<file path="src/rtl/mme_pkg.sv">
// ----------------------------------------------------------------------------
// mme_pkg
// Shared types, status codes and default sizes for the message mailbox engine.
// ----------------------------------------------------------------------------
package mme_pkg;

  // Default sizes
  localparam int unsigned DefNumSlots  = 1024;
  localparam int unsigned DefNumQueues = 64;
  localparam int unsigned DefQueueDepth = 512;

  // Operation codes
  localparam logic OP_SEND = 1'b0;
  localparam logic OP_RECV = 1'b1;

  // Result status codes
  typedef enum logic [1:0] {
    ST_OK      = 2'd0,
    ST_NO_SLOT = 2'd1,
    ST_FULL    = 2'd2,
    ST_EMPTY   = 2'd3
  } status_e;

  typedef struct packed {
    logic        operation;
    logic [5:0]  queue_id;
    logic [63:0] message_in;
  } in_item_t;

  typedef struct packed {
    status_e     status;
    logic [63:0] message_out;
    logic [9:0]  slot_used;
  } out_item_t;

  // Controller to datapath
  typedef struct packed {
    logic sweep;
    logic capture;
    logic decide;
    logic send_commit;
    logic ent_read;
    logic recv_commit;
    logic walk_step;
    logic load_out;
  } mme_cmd_t;

  // Datapath to controller
  typedef struct packed {
    logic    sweep_done;
    status_e decide_status;
    logic    is_recv;
    logic    walk_last;
  } mme_stat_t;

endpackage

</file>
<file path="src/rtl/mme_ctrl.sv">
// ----------------------------------------------------------------------------
// mme_ctrl
// Sequencer for the mailbox: reset sweep, decision, commit, tree walk and
// result handoff.
// ----------------------------------------------------------------------------
module mme_ctrl (
  input  logic               clk_i,
  input  logic               rst_ni,
  input  logic               in_valid_i,
  output logic               in_stall_o,
  output logic               out_valid_o,
  input  logic               out_stall_i,
  input  mme_pkg::mme_stat_t stat_i,
  output mme_pkg::mme_cmd_t  cmd_o
);
  import mme_pkg::*;

  typedef enum logic [2:0] {
    S_INIT,
    S_IDLE,
    S_DECIDE,
    S_ENTRY,
    S_WALK,
    S_RESPOND
  } state_e;

  state_e state_q;
  logic   out_valid_q;

  // Command decode
  always_comb begin
    cmd_o = '0;
    case (state_q)
      S_INIT:    cmd_o.sweep = 1'b1;
      S_IDLE:    cmd_o.capture = in_valid_i;
      S_DECIDE: begin
        cmd_o.decide = 1'b1;
        if (stat_i.decide_status == ST_OK) begin
          cmd_o.ent_read    = stat_i.is_recv;
          cmd_o.send_commit = !stat_i.is_recv;
        end
      end
      S_ENTRY:   cmd_o.recv_commit = 1'b1;
      S_WALK:    cmd_o.walk_step = 1'b1;
      S_RESPOND: cmd_o.load_out = !out_valid_q || !out_stall_i;
      default:   cmd_o = '0;
    endcase
  end

  // State and output valid
  always_ff @(posedge clk_i or negedge rst_ni) begin
    if (!rst_ni) begin
      state_q     <= S_INIT;
      out_valid_q <= 1'b0;
    end else begin
      if (cmd_o.load_out) begin
        out_valid_q <= 1'b1;
      end else if (!out_stall_i) begin
        out_valid_q <= 1'b0;
      end
      case (state_q)
        S_INIT: begin
          if (stat_i.sweep_done) state_q <= S_IDLE;
        end
        S_IDLE: begin
          if (in_valid_i) state_q <= S_DECIDE;
        end
        S_DECIDE: begin
          if (stat_i.decide_status != ST_OK) begin
            state_q <= S_RESPOND;
          end else if (stat_i.is_recv) begin
            state_q <= S_ENTRY;
          end else begin
            state_q <= S_WALK;
          end
        end
        S_ENTRY:   state_q <= S_WALK;
        S_WALK: begin
          if (stat_i.walk_last) state_q <= S_RESPOND;
        end
        S_RESPOND: begin
          if (cmd_o.load_out) state_q <= S_IDLE;
        end
        default:   state_q <= S_INIT;
      endcase
    end
  end

  assign in_stall_o  = (state_q != S_IDLE);
  assign out_valid_o = out_valid_q;

endmodule

</file>
<file path="config.mk">
export PLATFORM = sky130hd
export DESIGN_NAME = mme_ctrl
export DESIGN_NICKNAME = d
export VERILOG_FILES = /design/src/rtl/mme_pkg.sv /design/src/rtl/mme_ctrl.sv
export SDC_FILE = /design/constraint.sdc
export NUM_CORES = 1
export LEC_CHECK = 0
export BUFFER_PORTS_ARGS = -buffer_cell sky130_fd_sc_hd__buf_2
export CAP_MARGIN = 20
export CORE_AREA = 4 4 41 43
export DETAILED_ROUTE_END_ITERATION = 10
export DIE_AREA = 0 0 45 47
export PLACE_DENSITY = 0.49
export SKIP_CTS_REPAIR_TIMING = 1
export SLEW_MARGIN = 0
export SYNTH_ARGS = -nofsm -noshare
export SYNTH_HDL_FRONTEND = slang
export SYNTH_SLANG_ARGS = --single-unit
</file>
<file path="constraint.sdc">
create_clock -name clk_i -period 1.3 [get_ports clk_i]
set_clock_uncertainty 0.2 [all_clocks]
set_input_delay 0.065 -clock clk_i [delete_from_list [all_inputs] [get_ports clk_i]]
set_output_delay 0.065 -clock clk_i [all_outputs]
set_load 0.02 [all_outputs]
</file>
==> results of run 1 <==
-- final timing paths --
path,from,to,slack [ns],cells after the start
worst max register to register,state_q[0],state_q[1],-0.06,4
worst min register to register,out_valid_o,out_valid_o,0.36,2
worst max-delay path,state_q[2],cmd_o[3],-0.25,4
worst min-delay path,stat_i[4],state_q[0],0.1,3
max in group asynchronous,rst_ni,state_q[1],0.15,3
min in group asynchronous,rst_ni,state_q[2],0.55,3
-- routing by layer --
layer / global-route usage (%) / vias up
li1: - / 185
met1: 11.0 / 171
met3: 6.90 / 2
met2: 15.3 / 14
met4: 5.26 / 0
met5: 0 / -
-- synth_stat cells (2+ instances only) --
library cell	count	area, sq um
nor2_1	5	18.8
dfrtp_1	4	100
nand2_1	3	11.3
a21oi_1	2	10.0
inv_1	2	7.51
nor3_1	2	10.0
-- kinds of logic (layout without fill, tap and decap cells) --
family / count (synthesis) / in the layout
AOI/OAI and AO/OA: 6 / 6
buffers and inverters: 3 / 39
and+or+nand+nor: 19 / 19
DFF: 4 / 4
-- per-stage QoR --
| stage | area, sq um | std cells | worst slack (ns) | total power (uW) | TNS, ns |
|---|---|---|---|---|---|
| floorplan | 298 | 32 | -0.0893 | 617 | -0.0893 |
| global placement | 459 | 72 | -0.0647 | 894 | -0.109 |
| detailed placement | 459 | 72 | -0.0696 | 893 | -0.0975 |
| CTS | 482 | 75 | -0.333 | 1060 | -1.85 |
| global route | 632 | 83 | -0.317 | 1390 | -2.28 |
| finish | 632 | 83 | -0.246 | 1290 | -1.54 |
-- layout make-up --
class | instances | area [sq um]
flip-flops and latches | 4 | 101
repair buffers | 33 | 267
multi-input cells | 25 | 211
well taps | 15 | 18.8
clock buffers | 3 | 22.5
fillers | 128 | 669
inverters | 3 | 11.3
-- flip-flops by register name, indices dropped and copies added, names as in the netlist --
name         cells
state_q          3
out_valid_o      1
-- worst max-delay path, stage by stage (launching register included) --
cell and delay (ns):
dfrtp_1 0.37, nand2b_4 0.14, nand2b_4 0.16, nor4b_4 0.20, buf_4 0.18
-- power by group --
part           leakage (uW)  switching [uW]  internal [uW]  total, uW
clock             0.0000138            48.1            103        151
combinational      0.000258             425            480        905
sequential        0.0000500            54.5            180        235
==> impl_metrics.py, run 1 <==
metrics = {
    "synth": {
        "yosys_warnings": 0,
        "synthSimpleGateAreaFrac_pct": 45.6,
        "syn_area_sq_um": 283,
        "syn_avg_cell_area_sq_um": 8.84,
        "synth_compound_area_share_pct": 15.0,
        "syn-num-nets": 41,
        "synth_fa_ha_area_share_pct": 0,
        "synth_flop_cell": "dfrtp_1",
        "synth_edf_count": 0,
        "synth_top_family_by_area": "simple AND/OR/NAND/NOR gates",
        "synth_mux_area_share_pct": 0,
        "synth-xor-area-share_pct": 0,
        "async_flop_share_pct": 100,
        "yosysSeqAreaShare_pct": 35.4,
        "synthCells": 32,
        "synth_cell_type_count": 20,
        "synth-seq-cells": 4,
    },
    "floorplan": {
        "fp.dieH_um": 47,
        "floorplan.initialDensity_pct": 21.7,
        "num_io_pins": 19,
        "rows": 13,
        "dieWidth_um": 45,
        "coreArea_sq_um": 1300,
        "die_area_sq_um": 2120,
    },
    "route": {
        "vias_per_cell": 4.48,
        "routed-wl-met3_um": 74,
        "firstDrtPassIters": 4,
        "highest_layer": "met4",
        "antenna_left": 0,
        "post-route-drc-count": 0,
        "drt-met1-wl_um": 405,
        "wl_met2_um": 482,
        "wire_per_inst_um": 11.8,
        "dr.first_iter.drc_count": 3,
        "totalWireLength_um": 978,
        "vias": 372,
    },
    "critical_path": {
        "start_kind": "flop",
        "worst_ep_arrival_time_ns": 1.28,
        "cp_max_fo": 3,
        "cp-end-kind": "output pin",
        "cp.required_ns": 1.03,
        "critical_path_class": "flop to output pin",
    },
    "final_layout": {
        "final_common_cell": "buf_4",
        "mostFrequentLayoutCells": "11 x buf_4, 9 x buf_2, 7 x buf_6, 6 x dlygate4sd3_1, 4 x nor2_1",
        "area_growth_pct": 123,
        "drive_gt1_share_pct": 63.2,
        "final_core_util_pct": 48.6,
        "final_nets": 79,
        "antenna_cells": 0,
    },
    "clocking": {
        "clockBufferDepth": 2,
        "numCtsBuffers": 3,
        "cts_root_buf": "clkbuf_4",
        "cts.clk_slew.worst_paths_ns": 0.04,
        "clock_sinks": 4,
        "cts_max_level": 1,
        "clock_latency_ns": 0.23,
        "tritoncts": "built",
    },
    "timing": {
        "setup_ws_ns": -0.246,
        "max-slew-margin-rel_pct": 79.3,
        "rsz0062_at_grt": "yes",
        "finalSetupViolCount": 11,
        "hold_slack_ns": 0.0971,
        "min_period_over_period_pct": 119,
        "worstMarginPinSlew_ns": 0.308,
        "timing.fmax_mhz": 647,
        "slew_viol_final": 0,
        "min_period_ns": 1.55,
        "hold_violations": 0,
    },
    "global_route": {
        "grt_pass1_wl_um": 1460,
        "antenna_found_initial": 0,
        "grt_max_degree": 8,
        "grt_pass1_vias": 347,
        "overflow": 0,
        "grtUsageTotal_pct": 10.2,
    },
    "hold_path": {
        "hold_class": "input port to flop",
    },
    "place": {
        "hpwl_um": 733,
        "port_buffers": 18,
        "place_congestion": 0.747,
    },
    "power_and_ir_drop": {
        "peakVddDrop_uv": 1090,
        "p_leak_uw": 0.000322,
        "p_per_area_nw_per_um2": 2040,
    },
    "run_status": {
        "failed_checks": "negative setup slack",
        "status": "finished, violations left",
    },
    "flow_run": {
        "cap_violations": 0,
    },
}
Power figures use the tool's default switching activity.
==> inputs of run 2 (changes only) <==
CORE_AREA = 2 2 39 41   (was 4 4 41 43)
DIE_AREA = 0 0 41 43   (was 0 0 45 47)
PLACE_DENSITY = 0.47   (was 0.49)
clock period = 1.8 ns   (was 1.3 ns; I/O delays follow)
==> impl_metrics.py, run 2 (same netlist as run 1, synthesis figures left out) <==
metrics = {
    "place": {
        "hpwl_um": 518,
        "port_buffers": 18,
        "place_ws_ns": 0.277,
        "place_congestion": 0.632,
    },
    "floorplan": {
        "num_io_pins": 19,
        "fp.dieH_um": 43,
        "dieWidth_um": 41,
        "rows": 14,
        "die_area_sq_um": 1760,
        "floorplan.initialDensity_pct": 20.4,
        "coreArea_sq_um": 1380,
    },
    "critical_path": {
        "reg2reg_from": "state_q[0]",
        "rrSetupSlack_ns": 0.43,
        "worst_ep_arrival_time_ns": 1.42,
        "crit_slowest_cell": "dfrtp_2",
        "cp.required_ns": 1.51,
        "r2r-end": "state_q[1]",
        "cp_max_fo": 8,
        "ff2ff_path_depth": 3,
        "path_cells": "nand2b_4 -> nand2b_4 -> nor4b_4 -> buf_2",
        "critical_path_class": "flop to output pin",
        "start_kind": "flop",
        "cpMostUsedCell": "nand2b_4",
        "cp-end-kind": "output pin",
        "cpPeakStageDelay_ns": 0.44,
    },
    "final_layout": {
        "final_nets": 67,
        "largest_reg_flops": 3,
        "antenna_cells": 0,
        "nFillCells": 150,
        "ff_latch_area_sq_um": 101,
        "multi_input_area_sq_um": 179,
        "final_common_cell": "buf_2",
        "area_growth_pct": 60.6,
        "mostFrequentLayoutCells": "18 x buf_2, 5 x nor2_1",
        "drive_gt1_share_pct": 48.2,
        "largest-register": "state_q",
    },
    "clocking": {
        "cts.clk_slew.worst_paths_ns": 0.04,
        "cts_max_level": 1,
        "clock_sinks": 4,
        "numCtsBuffers": 3,
        "cts_root_buf": "clkbuf_4",
        "clock_latency_ns": 0.23,
        "clockBufferDepth": 2,
        "tritoncts": "built",
    },
    "timing": {
        "min_period_over_period_pct": 95.2,
        "hold_violations": 2,
        "min_period_ns": 1.71,
        "setup_tns_ns": 0,
        "worstMarginPinSlew_ns": 0.403,
        "slew_viol_final": 0,
        "finalSetupViolCount": 0,
        "max-slew-margin-rel_pct": 72.8,
        "hold_slack_ns": -0.0280,
        "rsz0062_at_grt": "no",
        "timing.fmax_mhz": 583,
        "setup_ws_ns": 0.0860,
    },
    "global_route": {
        "antenna_found_initial": 0,
        "grt_pass1_wl_um": 1020,
        "overflow": 0,
        "grtUsageTotal_pct": 9.47,
        "grt_pass1_vias": 267,
        "grt_max_degree": 9,
    },
    "hold_path": {
        "hold_start": "stat_i[1]",
        "whs_endpoint": "state_q[0]",
        "worst_hold_path.num_cells": 3,
        "hold_class": "input port to flop",
    },
    "route": {
        "wire_per_inst_um": 8.81,
        "totalWireLength_um": 634,
        "dr.first_iter.drc_count": 10,
        "firstDrtPassIters": 4,
        "vias_per_cell": 4.22,
        "post-route-drc-count": 0,
        "vias": 304,
        "antenna_left": 0,
    },
    "run_status": {
        "status": "finished, violations left",
        "failed_checks": "negative hold slack",
    },
    "power_and_ir_drop": {
        "p_leak_uw": 0.000247,
        "p_per_area_nw_per_um2": 1450,
        "swShare_pct": 45.6,
        "peakVddDrop_uv": 537,
        "internal-power_uw": 359,
        "switchingPower_uw": 301,
        "seqPwrFrac_pct": 28.2,
        "p_comb_share_pct": 55.2,
        "clkPwrFrac_pct": 16.7,
    },
    "flow_run": {
        "cap_violations": 0,
    },
}
## run 2: cell count changes in the layout (fill, tap and decap cells not counted), moves of 2 or more
cell and change:
a21oi_1 +2, a21oi_2 -2, buf_2 +9, buf_4 -11
buf_6 -7, dlygate4sd3_1 -3
## run 2: area by class of cell
cell class              instances  share of cell area (%)
repair buffers                 21                    26.4
multi-input cells              25                    39.4
inverters                       3                    2.48
flip-flops and latches          4                    22.3
clock buffers                   3                    4.96
well taps                      16                    4.41
## run 2: per-stage QoR
stage	power, uW	cells	hold WS [ns]	area, sq um	util, %
after detailed placement	538	66	-0.303	393	28.4
after global placement	540	66	-0.301	393	28.4
final	660	72	-0.0280	454	32.8
after global routing	724	72	-0.00586	454	32.8
after floorplan	425	32	-0.406	283	-
after CTS	655	69	-0.554	415	30.0
## run 2: power groups by stage
stage / logic, uW / clock network (uW) / registers (uW)
floorplan: 243 / 0 / 182
global placement: 357 / 0 / 183
detailed placement: 357 / 0 / 182
CTS: 358 / 116 / 181
global route: 400 / 124 / 199
finish: 364 / 110 / 186
## run 2: how the worst max path moves through the flow
stage,to,cells past startpoint,from,slack [ns]
5_1_grt,cmd_o[3],4,state_q[2],0.005
6_report,cmd_o[3],4,state_q[2],0.09
2_1_floorplan,cmd_o[3],3,state_q[2],0.38
3_5_place_dp,cmd_o[3],4,state_q[2],0.28
4_1_cts,cmd_o[3],4,state_q[2],0.01
3_3_place_gp,cmd_o[3],4,state_q[2],0.29
## run 2: critical path, delay by kind of cell, from the launching register on
family                 cells  cell delay [ns]
and+or+nand+nor            3             0.55
DFF                        1             0.44
buffers and inverters      1             0.19
## run 2: routing by layer
metal  wire [um]  global-route usage, %  vias to the layer above
met2         335                   12.8                        6
met4           0                   10.0                        0
met1         271                   9.42                      136
li1            -                      -                      162
met3          27                   4.71                        0
met5           0                      0                        -
